## config.mk

```make
export PLATFORM = sky130hd
export DESIGN_NAME = qrr_div_step
export DESIGN_NICKNAME = d
export VERILOG_FILES = /design/src/rtl/core/assert_macros.svh /design/src/rtl/core/qrr_pkg.sv /design/src/rtl/core/qrr_div_step.sv
export SDC_FILE = /design/constraint.sdc
export NUM_CORES = 2
export LEC_CHECK = 0
export CAP_MARGIN = 30
export CORE_AREA = 2 2 561 563
export DETAILED_ROUTE_END_ITERATION = 10
export DIE_AREA = 0 0 563 565
export DONT_BUFFER_PORTS = 1
export HOLD_SLACK_MARGIN = 0.02
export PLACE_DENSITY_LB_ADDON = 0.08
export SETUP_SLACK_MARGIN = 0.02
export SYNTH_ARGS = -nofsm -noshare
export SYNTH_HDL_FRONTEND = slang
export SYNTH_SLANG_ARGS = --single-unit
```

## constraint.sdc

```tcl
create_clock -name aclk -period 3.85 [get_ports aclk]
set_input_delay 0.385 -clock aclk [delete_from_list [all_inputs] [get_ports aclk]]
set_output_delay 0.385 -clock aclk [all_outputs]
set_load 0.01 [all_outputs]
```

## src/rtl/core/assert_macros.svh

```systemverilog
// Assertion macros shared by the RTL.
`ifndef ASSERT_MACROS_SVH
`define ASSERT_MACROS_SVH

// Checks a property on every rising edge of aclk while out of reset.
`define QRR_ASSERT(label, prop, msg) \
    label: assert property (@(posedge aclk) disable iff (!aresetn) (prop)) \
        else $error(msg);

// Checks that a condition implies another on the same edge.
`define QRR_ASSERT_IMPLY(label, ante, cons, msg) \
    label: assert property (@(posedge aclk) disable iff (!aresetn) (ante) |-> (cons)) \
        else $error(msg);

`endif

```

## src/rtl/core/qrr_pkg.sv

```systemverilog
`default_nettype none
package qrr_pkg;

    localparam int IN_W         = 16;
    localparam int OUT_W        = 16;
    localparam int PROD1_W      = 32;
    localparam int R_W          = 34;
    localparam int MAG_W        = 33;
    localparam int RED_W        = 21;
    localparam int RED_MAG_W    = 20;
    localparam int SHIFT_W      = 4;
    localparam int PROD2_W      = 42;
    localparam int NUM_W        = 44;
    localparam int N_W          = 43;
    localparam int DEN_W        = 44;
    localparam int REM_W        = 58;
    localparam int Q_W          = 15;
    localparam int LANES        = 9;
    localparam int FRONT_STAGES = 7;
    localparam int DIV_STEPS    = Q_W;
    localparam int STAGES       = FRONT_STAGES + DIV_STEPS + 1;
    localparam int DIAG_SHIFT   = 14;
    localparam int OFF_SHIFT    = 15;
    localparam int ONE_Q14      = 16384;

    localparam logic [LANES-1:0] DIAG_LANES = 9'b100010001;

    typedef struct packed {
        logic [REM_W-1:0] rem;
        logic [Q_W-1:0]   quo;
    } div_lane_t;

    typedef struct packed {
        div_lane_t [LANES-1:0] lane;
        logic [LANES-1:0]      neg;
        logic [DEN_W-1:0]      den;
        logic                  degen;
    } div_word_t;

endpackage
`default_nettype wire

```

## src/rtl/core/qrr_div_step.sv

```systemverilog
`default_nettype none
module qrr_div_step
    import qrr_pkg::*;
#(
    parameter int SHIFT = 0
) (
    input  wire logic      aclk,
    input  wire logic      en,
    input  wire div_word_t word_in,
    output div_word_t      word_out
);

    div_word_t word_next;
    div_word_t word_reg;

    always_comb begin
        logic [REM_W-1:0] dsh;
        logic [REM_W:0]   diff;
        word_next = word_in;
        dsh = REM_W'(word_in.den) << SHIFT;
        for (int l = 0; l < LANES; l++) begin
            diff = {1'b0, word_in.lane[l].rem} - {1'b0, dsh};
            if (!diff[REM_W]) begin
                word_next.lane[l].rem = diff[REM_W-1:0];
                word_next.lane[l].quo = {word_in.lane[l].quo[Q_W-2:0], 1'b1};
            end else begin
                word_next.lane[l].quo = {word_in.lane[l].quo[Q_W-2:0], 1'b0};
            end
        end
    end

    always_ff @(posedge aclk) begin
        if (en) begin
            word_reg <= word_next;
        end
    end

    assign word_out = word_reg;

endmodule
`default_nettype wire

```

## Yosys cells after proc, flatten, opt, wreduce, memory -nomap -nowiden

Index checks and enable logic that the tools add are counted.

- Flip-flop bits (word level): 711
- Input port bits: 713
- Output and inout bits: 711
- Logic and storage cells: 48

- $add $sub $neg: 9
- Multiplexer cells: 18

Operator list:

| kind | count |
|---|---|
| 58-bit by 44-bit subtractor with 59-bit output | 9 |
| 58-bit two-way mux | 9 |
| 1-bit two-way mux | 9 |

## Longest topological paths before layout

- Word-level depth: 2
- Gate-level depth with buffers: 17
- Mapped depth without buffers: 15

## Worst setup path after synthesis

No wires, ideal clock.

- Kind: in2reg
- From: input word_in[2] (netlist name)
- To: register word_reg, in the netlist word_out[518] (data pin)
- Library setup time: 0.261 ns
- Data arrival time: 3.531 ns
- Required time: 3.589 ns
- Path slack: 0.058 ns
- Stages: 15
- Buffers on the path: 2
- Cells stage by stage: inv_1 fa_1 a21o_1 a2111oi_2 o311ai_1 a21boi_2 o21ai_1 a21o_1 a31o_2 a31oi_1 inv_2 buf_2 clkbuf_1 nor2_1 a21oi_1

RTL lines:

| what | RTL line | RTL |
|---|---|---|
| start: declaration | qrr_div_step.sv:9 | `input wire div_word_t word_in,` |
| end signal: assignment | qrr_div_step.sv:34 | `word_reg <= word_next;` |
| end: declaration | qrr_div_step.sv:14 | `div_word_t word_reg;` |

==> reports/summary.txt <==
Clock Sinks: 711
Worst Hold Endpoint: word_out[459]
First-pass GRT wire length: 454 mm
Status: finished, final reports clean
Vias in the first global route: 50900
Post-synthesis sequential area ratio: 0.417
Commonest cells in the netlist: edfxtp_1 (711), a21oi_1 (582), nand2_1 (524)
Mapped Nets: 6487
Synthesized area: 51200 um2
Gr usage total: 0.208
Syn-to-layout area delta: 48.1%
Most used DFF post-synth: edfxtp_1
Final hold vios: 0
Max-cap violation count: 0
Synth area leader: edfxtp_1
Routed WL per cell: 30.5 um
Pwr Total: 29500 uW
Cell row count: 205
Root buffer cell: clkbuf_16
Worst slew pin tran: 1.23 ns
DRT Wirelength: 345 mm
CP Launch Type: primary input
CTS tree: built
Critical path class: primary input to flip-flop
Initial antenna violation count: 92
DR vias: 50400
Area contributors post-synth: edfxtp_1 (42%), ha_1 (9.7%), a21oi_1 (5.7%)
Antenna Nets Post-Route: 0
Drt drc: 0
Worst setup margin: 0.0623 ns
Pre-CTS setup slack: -0.951 ns
Drt pass-1 iters: 6
Total grt overflow: 0
Final setup viols: 0
Chip width: 563 um
Fin crit period: 3.79 ns
Yosys cell types: 96
DRT iter0 DRCs: 3369
CP Data Arrival Time: 4.33 ns
Die area: 318000 um2
PwrDens: 389 nW/um2
Pins Over Slew Limit: 0
Class of the worst hold path: primary input to flip-flop
Via density: 4.45
Async SR Flop Fraction: 0
Number of CTS-inserted buffers: 106
Total leakage power: 0.0298 uW
Largest net degree at the start of global routing: 570
Fraction of layout cells with a size suffix above 1: 0.191
Post-DP HPWL: 266 mm
Post-synth EDFFs: 711
Starting Density: 0.164
I/O pins: 1424
Mean Syn Cell Area: 9.53 um2
Synth top area share: 0.417
Synth Instances: 5369
Yosys reg bits: 711
RSZ-0062 raised after global routing: yes
Crit path max fanout: 4
I/O Buffers: 0
CTS Buffer Depth: 4
VDD IR max: 0.342 mV
Critical Path Sink Type: flip-flop
Final core utilization: 0.243
Die Ht: 565 um
Fmax: 0.264 GHz
CTS H-tree depth: 3
Largest register FFs: 711
Core ar.: 311000 um2
Hold Path Stages: 3
Setup TNS: 0 ns
Relative slew margins: 0.181
Min-delay src: word_in[459]
YS warnings: 0
Crit share post-route: 0.984
Final nets: 8163
Most common cell in the netlist: edfxtp_1
Worst path required time: 4.39 ns
Gpl congestion: 0.829
CTS clk-pin slew, worst paths: 0.06 ns
-- per-stage QoR --
stage                     hold WS (ns)  cell area, um2  cells
after global routing            0.0490           75700  11300
final                            0.101           75800  11300
after floorplan                  0.484           51200   5369
after global placement           0.484           64100  10300
after detailed placement         0.484           64100  10300
after CTS                       0.0209           75200  11300
-- per-layer routing --
layer / routed length [um] / part of all wire / up-vias / GRT usage
met5: 13 / 0.000038 / - / 0
met4: 8550 / 0.025 / 2 / 0.0475
met3: 22400 / 0.065 / 322 / 0.0480
met2: 168000 / 0.49 / 1771 / 0.362
met1: 146000 / 0.42 / 24700 / 0.258
li1: - / - / 23600 / -
-- where the power goes --
| group | internal (uW) | switching, uW | total, uW |
|---|---|---|---|
| sequential | 9910 | 1510 | 11400 |
| clock | 5610 | 4240 | 9850 |
| combinational | 3710 | 4510 | 8220 |
| total | 19200 | 10300 | 29500 |
-- worst max path at each step --
stage               slack [ns]            end         start
finish                    0.06  word_out[637]  word_in[585]
global route              0.01  word_out[215]   word_in[44]
CTS                       0.03  word_out[267]  word_in[215]
detailed placement       -0.95  word_out[122]    word_in[4]
global placement         -0.95  word_out[122]    word_in[4]
floorplan                 0.06  word_out[518]    word_in[2]
-- area by class of cell --
cell class                      instances  area (um2)
Antenna cell                           41         103
Clock buffer                          121        2750
Clock inverter                         73         628
Fill cell                           33800      236000
Inverter                              175         664
Multi-Input combinational cell       4251       28500
Sequential cell                       711       21400
Tap cell                             4140        5180
Timing Repair Buffer                 1800       16500
-- cells by family after synthesis --
kind of cell    count (synthesis)  synth area share
mux                            40           0.00871
flops                         711             0.417
simple gates                 1578             0.148
fa+ha+maj                     405             0.100
compound gates               1759             0.214
xor+xnor                      469            0.0803
buf+inv                       407            0.0313
-- placed cells by master, fill, tap and decap left out, types with 41 or more instances in the layout --
cell type	instances
buf_4	942
a31oi_1	45
clkbuf_16	108
nor2_1	379
o21bai_1	80
xor2_1	194
nand2b_1	47
nor2b_1	45
nand3_1	98
nand2_1	522
a21o_1	258
inv_1	126
ha_1	395
xnor2_1	275
nor3_1	109
a21oi_1	577
buf_12	79
o21ai_0	366
o21ai_1	53
diode_2	41
nor4_1	44
inv_2	45
o21a_1	62
dlygate4sd3_1	772
nand4_1	112
edfxtp_1	711
-- timing repair --
item	in CTS	in global routing
buffers inserted	0	4
resized for setup	1	56
pin swaps	0	11
hold endpoints to repair	817	0
hold buffers	775	0
endpoints found under the setup margin	1	75
-- worst max-delay path, cell delays in order --
cell and delay (ns):
dlygate4sd3_1 0.59, ha_1 0.23, a211oi_1 0.29, o21ai_0 0.20, o211ai_1 0.15, nor3b_4 0.28, o2111ai_1 0.23, buf_4 0.23
a2111oi_4 0.33, o21ai_1 0.17, a211o_1 0.41, nor3_2 0.20, xor2_1 0.08, dlygate4sd3_1 0.55
(Power assumes the default switching activity.)
